$ cat config.mk
export PLATFORM = sky130hd
export DESIGN_NAME = wopi_ctrl
export DESIGN_NICKNAME = d
export VERILOG_FILES = /design/src/wopi_pkg.sv /design/src/wopi_ctrl.sv
export SDC_FILE = /design/constraint.sdc
export NUM_CORES = 1
export LEC_CHECK = 0
export BUFFER_PORTS_ARGS = -buffer_cell sky130_fd_sc_hd__buf_2
export CAP_MARGIN = 20
export CORE_MARGIN = 5
export CORE_UTILIZATION = 45
export DETAILED_ROUTE_END_ITERATION = 12
export PLACE_DENSITY = 0.66
export SLEW_MARGIN = 20
export SYNTH_ARGS = -nofsm -noshare
export SYNTH_HDL_FRONTEND = slang
export SYNTH_SLANG_ARGS = --single-unit
$ cat constraint.sdc
create_clock -name clk_i -period 1.65 [get_ports clk_i]
set_clock_uncertainty 0.1 [all_clocks]
set_input_delay 0 -clock clk_i [delete_from_list [all_inputs] [get_ports clk_i]]
set_output_delay 0 -clock clk_i [all_outputs]
set_load 0.02 [all_outputs]
$ cat src/wopi_pkg.sv
// ----------------------------------------------------------------------------
// wopi_pkg
// Shared types, constants and the arctangent table of the odometry integrator.
// ----------------------------------------------------------------------------
`default_nettype none

package wopi_pkg;

  localparam int unsigned TIME_W           = 48;
  localparam int unsigned POSE_W           = 32;
  localparam int unsigned CFG_W            = 32;
  localparam int unsigned WIDE_W           = 64;
  localparam int unsigned CORDIC_W         = 34;
  localparam int unsigned ATAN_IDX_W       = 5;
  localparam int unsigned SHIFT_W          = 6;
  localparam int unsigned CFG_IDX_W        = 1;
  localparam int unsigned CORDIC_STEPS_DEF = 24;
  localparam int unsigned PULSE_BITS_DEF   = 16;

  localparam logic [CFG_W-1:0]           MPP_RESET   = 32'd468497;
  localparam logic [CFG_W-1:0]           ITW_RESET   = 32'd33554432;
  localparam logic signed [WIDE_W-1:0]   BAM_PER_RAD = 64'sd683565276;
  localparam logic signed [CORDIC_W-1:0] CORDIC_GAIN = 34'sd652032874;
  localparam logic signed [WIDE_W-1:0]   ONE_Q30     = 64'sd1073741824;
  // reciprocals of 6, 120 and 5040, exact for the series term ranges
  localparam logic signed [WIDE_W-1:0]   SINC_RCP_A  = 64'sd357913942;
  localparam logic signed [WIDE_W-1:0]   SINC_RCP_B  = 64'sd71582789;
  localparam logic signed [WIDE_W-1:0]   SINC_RCP_C  = 64'sd27269634;
  localparam logic signed [WIDE_W-1:0]   SMALL_LIM   = 64'sd32768;
  localparam logic [POSE_W-1:0]          QUARTER_TURN = 32'h4000_0000;
  localparam logic [POSE_W-1:0]          HALF_TURN    = 32'h8000_0000;

  localparam logic [SHIFT_W-1:0] SH_DIST  = 6'd16;
  localparam logic [SHIFT_W-1:0] SH_TURN  = 6'd24;
  localparam logic [SHIFT_W-1:0] SH_BAM   = 6'd16;
  localparam logic [SHIFT_W-1:0] SH_SQ    = 6'd2;
  localparam logic [SHIFT_W-1:0] SH_Q30   = 6'd30;
  localparam logic [SHIFT_W-1:0] SH_RCP_A = 6'd31;
  localparam logic [SHIFT_W-1:0] SH_RCP_B = 6'd33;
  localparam logic [SHIFT_W-1:0] SH_RCP_C = 6'd37;
  localparam logic [SHIFT_W-1:0] SH_NONE  = 6'd0;

  typedef enum logic [CFG_IDX_W-1:0] {
    REG_MPP = 1'b0,
    REG_ITW = 1'b1
  } reg_idx_e;

  typedef enum logic [4:0] {
    OP_MUL_DL,
    OP_MUL_DR,
    OP_SUMDIFF,
    OP_MUL_TURN,
    OP_HALF,
    OP_BAM_HALF,
    OP_BAM_TURN,
    OP_MUL_SQ,
    OP_MUL_S2,
    OP_MUL_S3,
    OP_DIV_A,
    OP_DIV_B,
    OP_DIV_C,
    OP_CORDIC_H,
    OP_DIV_SINC,
    OP_CORDIC_P,
    OP_MUL_STEP,
    OP_MUL_DX,
    OP_MUL_DY,
    OP_EMIT
  } op_e;

  typedef struct packed {
    logic start;
    op_e  op;
  } cmd_t;

  typedef struct packed {
    logic done;
    logic small_turn;
    logic out_free;
  } status_t;

  function automatic logic [POSE_W-1:0] atan_lut(input logic [ATAN_IDX_W-1:0] idx);
    logic [POSE_W-1:0] v;
    unique case (idx)
      5'd0:  v = 32'd536870912;
      5'd1:  v = 32'd316933406;
      5'd2:  v = 32'd167458907;
      5'd3:  v = 32'd85004756;
      5'd4:  v = 32'd42667331;
      5'd5:  v = 32'd21354465;
      5'd6:  v = 32'd10679838;
      5'd7:  v = 32'd5340245;
      5'd8:  v = 32'd2670163;
      5'd9:  v = 32'd1335087;
      5'd10: v = 32'd667544;
      5'd11: v = 32'd333772;
      5'd12: v = 32'd166886;
      5'd13: v = 32'd83443;
      5'd14: v = 32'd41722;
      5'd15: v = 32'd20861;
      5'd16: v = 32'd10430;
      5'd17: v = 32'd5215;
      5'd18: v = 32'd2608;
      5'd19: v = 32'd1304;
      5'd20: v = 32'd652;
      5'd21: v = 32'd326;
      5'd22: v = 32'd163;
      5'd23: v = 32'd81;
      5'd24: v = 32'd41;
      5'd25: v = 32'd20;
      5'd26: v = 32'd10;
      5'd27: v = 32'd5;
      5'd28: v = 32'd3;
      5'd29: v = 32'd1;
      5'd30: v = 32'd1;
      5'd31: v = 32'd0;
    endcase
    return v;
  endfunction

endpackage

`default_nettype wire

$ cat src/wopi_ctrl.sv
// ----------------------------------------------------------------------------
// wopi_ctrl
// Controller: sequences the datapath operations for one encoder sample.
// ----------------------------------------------------------------------------
`default_nettype none

module wopi_ctrl (
  input  logic              clk_i,
  input  logic              rst_ni,
  input  logic              in_accept_i,
  output logic              in_ready_o,
  output wopi_pkg::cmd_t    cmd_o,
  input  wopi_pkg::status_t status_i
);
  import wopi_pkg::*;

  typedef enum logic [1:0] {ST_IDLE, ST_BUSY, ST_WAIT_OUT} state_e;

  state_e state_q;
  logic   ready_q;
  logic   start_q;
  op_e    op_q;

  function automatic op_e next_op(input op_e cur, input logic small_turn);
    op_e n;
    unique case (cur)
      OP_MUL_DL:   n = OP_MUL_DR;
      OP_MUL_DR:   n = OP_SUMDIFF;
      OP_SUMDIFF:  n = OP_MUL_TURN;
      OP_MUL_TURN: n = OP_HALF;
      OP_HALF:     n = OP_BAM_HALF;
      OP_BAM_HALF: n = OP_BAM_TURN;
      OP_BAM_TURN: n = small_turn ? OP_MUL_SQ : OP_CORDIC_H;
      OP_MUL_SQ:   n = OP_MUL_S2;
      OP_MUL_S2:   n = OP_MUL_S3;
      OP_MUL_S3:   n = OP_DIV_A;
      OP_DIV_A:    n = OP_DIV_B;
      OP_DIV_B:    n = OP_DIV_C;
      OP_DIV_C:    n = OP_CORDIC_P;
      OP_CORDIC_H: n = OP_DIV_SINC;
      OP_DIV_SINC: n = OP_CORDIC_P;
      OP_CORDIC_P: n = OP_MUL_STEP;
      OP_MUL_STEP: n = OP_MUL_DX;
      OP_MUL_DX:   n = OP_MUL_DY;
      default:     n = OP_EMIT;
    endcase
    return n;
  endfunction

  always_ff @(posedge clk_i or negedge rst_ni) begin
    if (!rst_ni) begin
      state_q <= ST_IDLE;
      ready_q <= 1'b1;
      start_q <= 1'b0;
      op_q    <= OP_MUL_DL;
    end else begin
      start_q <= 1'b0;
      unique case (state_q)
        ST_IDLE: begin
          if (in_accept_i) begin
            ready_q <= 1'b0;
            start_q <= 1'b1;
            op_q    <= OP_MUL_DL;
            state_q <= ST_BUSY;
          end
        end
        ST_BUSY: begin
          if (status_i.done) begin
            priority if (op_q == OP_EMIT) begin
              ready_q <= 1'b1;
              state_q <= ST_IDLE;
            end else if (op_q == OP_MUL_DY) begin
              state_q <= ST_WAIT_OUT;
            end else begin
              start_q <= 1'b1;
              op_q    <= next_op(op_q, status_i.small_turn);
            end
          end
        end
        ST_WAIT_OUT: begin
          if (status_i.out_free) begin
            start_q <= 1'b1;
            op_q    <= OP_EMIT;
            state_q <= ST_BUSY;
          end
        end
        default: state_q <= ST_IDLE;
      endcase
    end
  end

  assign in_ready_o  = ready_q;
  assign cmd_o.start = start_q;
  assign cmd_o.op    = op_q;

endmodule

`default_nettype wire

==> flow_summary.toml, run 1 <==
[logic_synthesis]
yosysTopAreaCellShare = 0.283
synth_seq_cells = 9
synth_nets = 86
syn_area_sq_um = 707
synth.area.top_cells = "dfrtp_1 (28%), ha_1 (7.1%), a21oi_1 (4.2%)"
synth_top_cell_by_area = "dfrtp_1"
synth_ff_type = "dfrtp_1"
yosysWarnings = 0
yosys-top-cells-count = "dfrtp_1 (8), a21oi_1 (6), o21ai_0 (5)"
yosysMostFrequentCell = "dfrtp_1"
synth-seq-area-share = 0.320
netlist_instances = 76
avgSynthCellArea_sq_um = 9.30
synth_cell_types = 37
synthArstFlopShare = 1.00
synth_edf_count = 0

[clock_network]
cts_buffer_depth = 2
cts_tree = "built"
htreeDepth = 1
clk-insertion-delay-late_ns = 0.26
cts_num_sinks = 9
cts-root-buf = "clkbuf_4"
clk_pin_slew_ns = 0.07
numCtsBuffers = 3

[routing]
routed_via_density = 6.25
drt_pre_antenna_iters = 4
dr_total_vias = 756
drt-total-wl_mm = 2.08
drt-initial-drc-count = 45
wl_per_cell_um = 17.2
route.detailed.drc = 0
antenna_left = 0

[sta]
worst_slew_pin_slew_ns = 0.444
fmax_mhz = 573
setup_ws_ns = -0.0958
fin_crit_sh = 1.06
final-hold-violation-count = 0
rsz0062_at_grt = "true"
maxSlewViolCount = 0
setup_viol = 7
fin_tns_setup_ns = -0.545
period_needed_ns = 1.75
relSlewSlack = 0.697

[grt]
track_usage = 0.166
grt_max_degree = 11
grt_pass1_vias = 730
antenna_found_initial = 0
grt_pass1_wl_mm = 3.31
grt_overflow = 0

[floorplan]
die_h_um = 49.6
die_width_um = 49.6
start_util = 0.469
core_sq_um = 1510
num_rows = 14
dieArea_sq_um = 2460
ios = 13

[setup_path]
start_kind = "flop"
worst-path-max-fanout = 5
cp-end-kind = "flop"
critical_path_class = "flop to flop"
crit_required_ns = 1.73
critical_path_arrival_ns = 1.82

[hold_path]
hold_path.class = "input pin to asynchronous set/reset pin"

[placement]
hpwlAfterDp_mm = 1.38
place_ws_ns = -0.140
port_buffers = 12
gp_congestion = 0.902

[final_layout]
layout-drive-gt1-share = 0.457
diodes = 0
syn2layout_area_growth_pct = 42.3
nNetsFinal = 116
fill_cells = 117

[power_and_ir_drop]
power_leakage_nw = 0.455
power_density_nw_per_um2 = 1890
vdd_drop_max_uv = 1020

[run_status]
violations = "setup timing"
status = "finished, violations left"

[job]
maxCapViolCount = 0
## logic make-up after synthesis
group	Yosys count	share of synthesized area
AOI/OAI and AO/OA	27	0.276
adders and majority gates	4	0.0708
buffers and inverters	9	0.0761
DFF	9	0.320
muxes	2	0.0301
and+or+nand+nor	25	0.227
## cell usage in the layout, fill, tap and decap left out, types with 2 or more instances in the layout
master / Yosys / routed
a41oi_1: 3 / 3
ha_4: 0 / 3
nand3b_1: 2 / 2
nor2_1: 4 / 4
a31oi_1: 2 / 2
o21ai_1: 0 / 2
clkbuf_4: 0 / 3
a21oi_1: 6 / 5
dlygate4sd3_1: 0 / 5
buf_2: 1 / 12
nand2b_1: 4 / 3
o41ai_2: 1 / 2
nand2_1: 3 / 3
o21ai_0: 5 / 3
nand3_1: 4 / 4
buf_4: 3 / 13
dfrtp_1: 8 / 7
## state kept, by name, indices dropped and copies added (netlist names)
| name | count |
|---|---|
| start_q | 1 |
| state_q | 2 |
| op_q | 5 |
| in_ready_o | 1 |
## per-stage QoR
step | hold slack (ns) | util | instance area (sq um) | total power (W) | std cells
after floorplan | -0.396 | - | 716 | 0.00112 | 76
after global placement | -0.235 | 0.560 | 843 | 0.00142 | 110
after detailed placement | -0.233 | 0.560 | 843 | 0.00144 | 110
after CTS | 0.0148 | 0.632 | 952 | 0.00171 | 119
after global routing | 0.0467 | 0.668 | 1010 | 0.00203 | 121
final | 0.0237 | 0.668 | 1010 | 0.00190 | 121
## worst paths after layout
| check | startpoint | to | slack, ns | cells after the start |
|---|---|---|---|---|
| min in group clk_i | in_ready_o | in_ready_o | 0.46 | 2 |
| hold reg to reg | in_ready_o | in_ready_o | 0.46 | 2 |
| setup reg to reg | state_q[0] | op_q[4] | -0.1 | 6 |
| hold / removal | rst_ni | op_q[3] | 0.02 | 2 |
| max in group asynchronous | rst_ni | in_ready_o | 1.18 | 2 |
| setup / recovery | state_q[0] | op_q[4] | -0.1 | 6 |
## layout make-up
class | instances | area [sq um] | area share
timing repair buffer | 31 | 219 | 0.218
inverter | 3 | 13.8 | 0.0137
tap | 16 | 20.0 | 0.0199
clock buffer | 4 | 26.3 | 0.0261
multi-input combinational | 58 | 499 | 0.496
sequential | 9 | 228 | 0.226
## power breakdown
group / internal, W / leakage, nW / total (W) / switching (W)
registers: 0.000290 / 0.114 / 0.000382 / 0.0000921
clock network: 0.0000931 / 0.0150 / 0.000176 / 0.0000824
logic: 0.000639 / 0.326 / 0.00134 / 0.000700
## worst max-delay path, cell delays in order (launching register included)
cell and delay, ns:
dfrtp_1 0.41, buf_6 0.14, ha_4 0.16, or3_4 0.38
nand4_1 0.22, o21ai_1 0.10, a21oi_1 0.16
## routing by layer
| layer | vias to the layer above | track usage | wire, um |
|---|---|---|---|
| li1 | 347 | - | - |
| met1 | 358 | 0.220 | 850 |
| met2 | 49 | 0.273 | 1010 |
| met3 | 2 | 0.0331 | 211 |
| met4 | 0 | 0.0393 | 6 |
| met5 | - | 0 | 0 |
## repair_timing
action / CTS / global route
buffers inserted: 0 / 2
resized for setup: 8 / 7
hold buffers: 5 / 0
endpoints found under the setup margin: 7 / 7
pin swaps: 3 / 5
endpoints found under the hold margin: 12 / 0
Power figures use the tool's default switching activity.
==> inputs of run 2 (changes only) <==
--- a/config.mk
+++ b/config.mk
@@ -6,12 +6,11 @@
 export NUM_CORES = 1
 export LEC_CHECK = 0
 export BUFFER_PORTS_ARGS = -buffer_cell sky130_fd_sc_hd__buf_2
-export CAP_MARGIN = 20
 export CORE_MARGIN = 5
 export CORE_UTILIZATION = 45
 export DETAILED_ROUTE_END_ITERATION = 12
 export PLACE_DENSITY = 0.66
-export SLEW_MARGIN = 20
+export SLEW_MARGIN = 25
 export SYNTH_ARGS = -nofsm -noshare
 export SYNTH_HDL_FRONTEND = slang
 export SYNTH_SLANG_ARGS = --single-unit
==> constraint.sdc (replaced) <==
create_clock -name clk_i -period 1.65 [get_ports clk_i]
set_clock_uncertainty 0.1 [all_clocks]
set_input_delay 0 -clock clk_i [delete_from_list [all_inputs] [get_ports clk_i]]
set_output_delay 0 -clock clk_i [all_outputs]
set_load 0.05 [all_outputs]
==> flow_summary.toml, run 2 (same netlist as run 1, synthesis figures left out) <==
[clock_network]
htreeDepth = 1
clk-insertion-delay-late_ns = 0.26
cts-root-buf = "clkbuf_4"
cts_tree = "built"
cts_num_sinks = 9
clk_pin_slew_ns = 0.06
cts_buffer_depth = 2
numCtsBuffers = 3

[run_status]
violations = "setup timing"
status = "finished, violations left"

[final_layout]
top_regs = "op_q (5), state_q (2)"
syn2layout_area_growth_pct = 48.5
largest_reg_flops = 5
nNetsFinal = 117
final_cell_mix = "buf_4 (15), buf_2 (12), a21oi_1 (5), dfrtp_2 (5)"
final_common_cell = "buf_4"
diodes = 0
regMostFlops = "op_q"
layout-drive-gt1-share = 0.547
final_cells = 122

[grt]
antenna_found_initial = 0
grt_max_degree = 11
grt_pass1_wl_mm = 3.11
grt_pass1_vias = 693
grt_overflow = 0
track_usage = 0.163

[setup_path]
crit_path_cell_trace = "inv_4 > ha_4 > or2b_4 > nand4_1 > o31ai_2 > o41ai_2"
cp-endpoint = "op_q[3]"
worst-path-max-fanout = 5
start_kind = "flop"
rr_startpoint = "state_q[1]"
r2r_slack_ns = -0.15
cp-end-kind = "flop"
cp-startpoint = "state_q[1]"
reg2reg_depth = 6
crit_path_top_delay_cell = "dfrtp_2"
r2r_end = "op_q[3]"
critical_path_class = "flop to flop"
max_stage_delay_ns = 0.42
crit_required_ns = 1.68
critical_path_arrival_ns = 1.83

[sta]
fin_crit_sh = 1.09
maxSlewViolCount = 0
setup_viol = 5
setup_ws_ns = -0.153
relSlewSlack = 0.630
final-hold-violation-count = 0
period_needed_ns = 1.80
fin_tns_setup_ns = -0.595
worst_slew_pin_slew_ns = 0.542
fmax_mhz = 555
rsz0062_at_grt = "true"

[routing]
antenna_left = 0
drt-total-wl_mm = 2.26
drt_pre_antenna_iters = 4
routed_via_density = 6.20
wl_per_cell_um = 18.5
route.detailed.drc = 0
dr_total_vias = 757
drt-initial-drc-count = 35

[power_and_ir_drop]
power_density_nw_per_um2 = 2010
p_comb_frac = 0.735
power_leakage_nw = 0.465
p_clk_frac = 0.080
vdd_drop_max_uv = 1200
share_seq_of_total_power = 0.184
swShare = 0.473
p_switching_w = 0.000996
power.internal_w = 0.00111

[placement]
place_ws_ns = -0.167
hpwlAfterDp_mm = 1.32
port_buffers = 12
dp_cells = 109
gp_congestion = 0.862

[floorplan]
start_util = 0.469
ios = 13
core_sq_um = 1510
die_width_um = 49.6
num_rows = 14
dieArea_sq_um = 2460
die_h_um = 49.6

[job]
maxCapViolCount = 0

[hold_path]
hold_path.class = "input pin to asynchronous set/reset pin"
==> run 2: worst min-delay path by stage <==
| stage | start | end | slack [ns] | cells after the start |
|---|---|---|---|---|
| CTS | rst_ni | op_q[0] | 0.006 | 2 |
| finish | rst_ni | start_q | 0.02 | 2 |
| detailed placement | rst_ni | start_q | -0.24 | 1 |
| global placement | rst_ni | start_q | -0.24 | 1 |
| floorplan | rst_ni | op_q[0] | -0.40 | 0 |
| global route | rst_ni | op_q[2] | 0.03 | 2 |
==> run 2: worst max-delay path, delay by kind of cell, from the launching register on <==
kind	cells	cell delay [ns]
compound gates	2	0.47
simple gates	2	0.45
flops	1	0.42
fa+ha+maj	1	0.16
buf+inv	1	0.06
==> run 2: stage by stage <==
step	hold slack, ns	total power, W	cell area [sq um]	util
2_1_floorplan	-0.396	0.00121	726	-
3_3_place_gp	-0.237	0.00152	841	0.558
3_5_place_dp	-0.236	0.00152	841	0.558
4_1_cts	0.00631	0.00185	976	0.648
5_1_grt	0.0275	0.00224	1050	0.697
6_report	0.0200	0.00211	1050	0.697
==> run 2: cell type report <==
class                           count  area, sq um
Multi-Input combinational cell     58          524
Fill cell                         106          457
Sequential cell                     9          233
Timing Repair Buffer               32          233
Clock buffer                        4         26.3
Tap cell                           16         20.0
Inverter                            3         13.8
==> run 2: power groups by stage <==
stage | registers [W] | clock network (W) | logic [W]
final | 0.000388 | 0.000169 | 0.00155
after global routing | 0.000399 | 0.000192 | 0.00165
after CTS | 0.000385 | 0.000178 | 0.00129
after detailed placement | 0.000369 | 0 | 0.00115
after global placement | 0.000368 | 0 | 0.00115
after floorplan | 0.000431 | 0 | 0.000783
==> run 2: routing by layer <==
metal | GRT usage | vias to the layer above | routed length [um]
li1 | - | 345 | -
met2 | 0.244 | 43 | 1120
met3 | 0.0602 | 8 | 158
met5 | 0 | - | 0
met4 | 0.0699 | 0 | 45
met1 | 0.209 | 361 | 935
==> run 2: timing repair <==
action,4_1_cts,5_1_grt
hold endpoints to repair,11,0
hold buffers,4,0
gates resized for setup,11,10
setup endpoints to repair,6,7
pin swaps,7,4
setup buffers,3,2
==> inputs of run 3 (changes only) <==
--- a/config.mk
+++ b/config.mk
@@ -7,9 +7,9 @@
 export LEC_CHECK = 0
 export BUFFER_PORTS_ARGS = -buffer_cell sky130_fd_sc_hd__buf_2
 export CORE_MARGIN = 5
-export CORE_UTILIZATION = 45
+export CORE_UTILIZATION = 35
 export DETAILED_ROUTE_END_ITERATION = 12
-export PLACE_DENSITY = 0.66
+export PLACE_DENSITY = 0.53
 export SLEW_MARGIN = 25
 export SYNTH_ARGS = -nofsm -noshare
 export SYNTH_HDL_FRONTEND = slang
==> flow_summary.toml, run 3 (same netlist as run 1, synthesis figures left out) <==
[run_status]
status = "finished, violations left"
violations = "setup timing"

[grt]
grt_pass1_wl_mm = 3.10
antenna_found_initial = 0
grt_overflow = 0
met1_usage = 0.175
track_usage = 0.146
globalRouteMet2Util = 0.248
grt_pass1_vias = 670
grtUsageMet3 = 0.0322
grt.busiest_layer = "met2"
grt_max_degree = 10

[hold_path]
hold_path.class = "input pin to asynchronous set/reset pin"

[final_layout]
final_common_cell = "buf_4"
regMostFlops = "op_q"
post-route-util = 0.514
layout-drive-gt1-share = 0.491
top_regs = "op_q (5), state_q (2)"
nNetsFinal = 117
diodes = 0
final_cell_mix = "buf_4 (14), buf_2 (12), a21oi_1 (5), dlygate4sd3_1 (5)"
largest_reg_flops = 5
syn2layout_area_growth_pct = 41.1

[clock_network]
cts_buffer_depth = 2
cts_tree = "built"
cts_num_sinks = 9
clk_pin_slew_ns = 0.07
htreeDepth = 1
clk-insertion-delay-late_ns = 0.28
numCtsBuffers = 3
cts-root-buf = "clkbuf_4"

[power_and_ir_drop]
power_density_nw_per_um2 = 1880
power_leakage_nw = 0.444
vdd_drop_max_uv = 917

[sta]
fmax_mhz = 581
worst_slew_pin_slew_ns = 0.374
relSlewSlack = 0.744
setup_viol = 7
final-hold-violation-count = 0
maxSlewViolCount = 0
fin_crit_sh = 1.04
rsz0062_at_grt = "true"
setup_ws_ns = -0.0706
period_needed_ns = 1.72

[routing]
drt_pre_antenna_iters = 4
routed_via_density = 5.30
route.detailed.drc = 0
wl_per_cell_um = 14.4
drt-initial-drc-count = 12
antenna_left = 0
drt-total-wl_mm = 1.91
dr_total_vias = 705

[setup_path]
critical_path_arrival_ns = 1.82
critical_path_class = "flop to flop"
r2r_slack_ns = -0.07
reg2reg_depth = 6
worst-path-max-fanout = 4
r2r_end = "op_q[1]"
start_kind = "flop"
crit_required_ns = 1.75
cp-end-kind = "flop"
rr_startpoint = "state_q[1]"

[floorplan]
start_util = 0.364
num_rows = 16
die_h_um = 54.9
dieArea_sq_um = 3020
die_width_um = 54.9
core_sq_um = 1940
ios = 13

[placement]
port_buffers = 12
hpwlAfterDp_mm = 1.46
gp_congestion = 0.808
place_ws_ns = -0.201

[job]
maxCapViolCount = 0
-- run 3: routing by layer --
metal | share of wire | wire (um)
met5 | 0 | 0
met4 | 0.011 | 21
met3 | 0.040 | 76
met2 | 0.50 | 956
met1 | 0.45 | 861
-- run 3: critical path, cell delays in order, from the launching register on --
cell and delay (ns):
dfrtp_1 0.42, inv_2 0.10, ha_2 0.21, or2b_2 0.33, and4_4 0.22, o211a_1 0.11, nor3_2 0.16
-- run 3: worst max path at each step --
| stage | startpoint | slack, ns | to |
|---|---|---|---|
| after floorplan | state_q[1] | -0.02 | op_q[1] |
| after global placement | state_q[0] | -0.08 | op_q[0] |
| final | state_q[1] | -0.07 | op_q[1] |
| after detailed placement | state_q[0] | -0.20 | op_q[2] |
| after CTS | state_q[1] | -0.07 | op_q[2] |
| after global routing | state_q[1] | -0.15 | op_q[3] |
-- run 3: area by class of cell --
type                       instances  area (sq um)
timing repair buffer              32           226
clock buffer                       4          26.3
sequential                         9           231
tap                               27          33.8
inverter                           3          11.3
multi-input combinational         58           468
fill                             199           945
-- run 3: repair_timing --
item | CTS | global route
pin swaps | 4 | 5
resized for setup | 9 | 2
setup buffers | 3 | 1
cloned | 0 | 0
setup endpoints to repair | 6 | 6
hold endpoints to repair | 12 | 0
hold buffers | 5 | 0
-- run 3: through the flow --
step                      hold slack, ns  setup TNS, ns  cells  power (W)  instance area [sq um]
after floorplan                   -0.396        -0.0893     76    0.00121                    726
after CTS                         0.0213         -0.276    132    0.00183                    986
after global routing              0.0418         -0.888    133    0.00201                    997
after detailed placement          -0.226         -0.695    120    0.00152                    855
after global placement            -0.226         -0.326    120    0.00152                    855
final                             0.0140         -0.309    133    0.00188                    997
-- run 3: report_power, final --
group / internal, W / leakage (nW) / switching, W
combinational: 0.000603 / 0.320 / 0.000717
sequential: 0.000292 / 0.109 / 0.0000787
clock: 0.0000938 / 0.0150 / 0.0000935
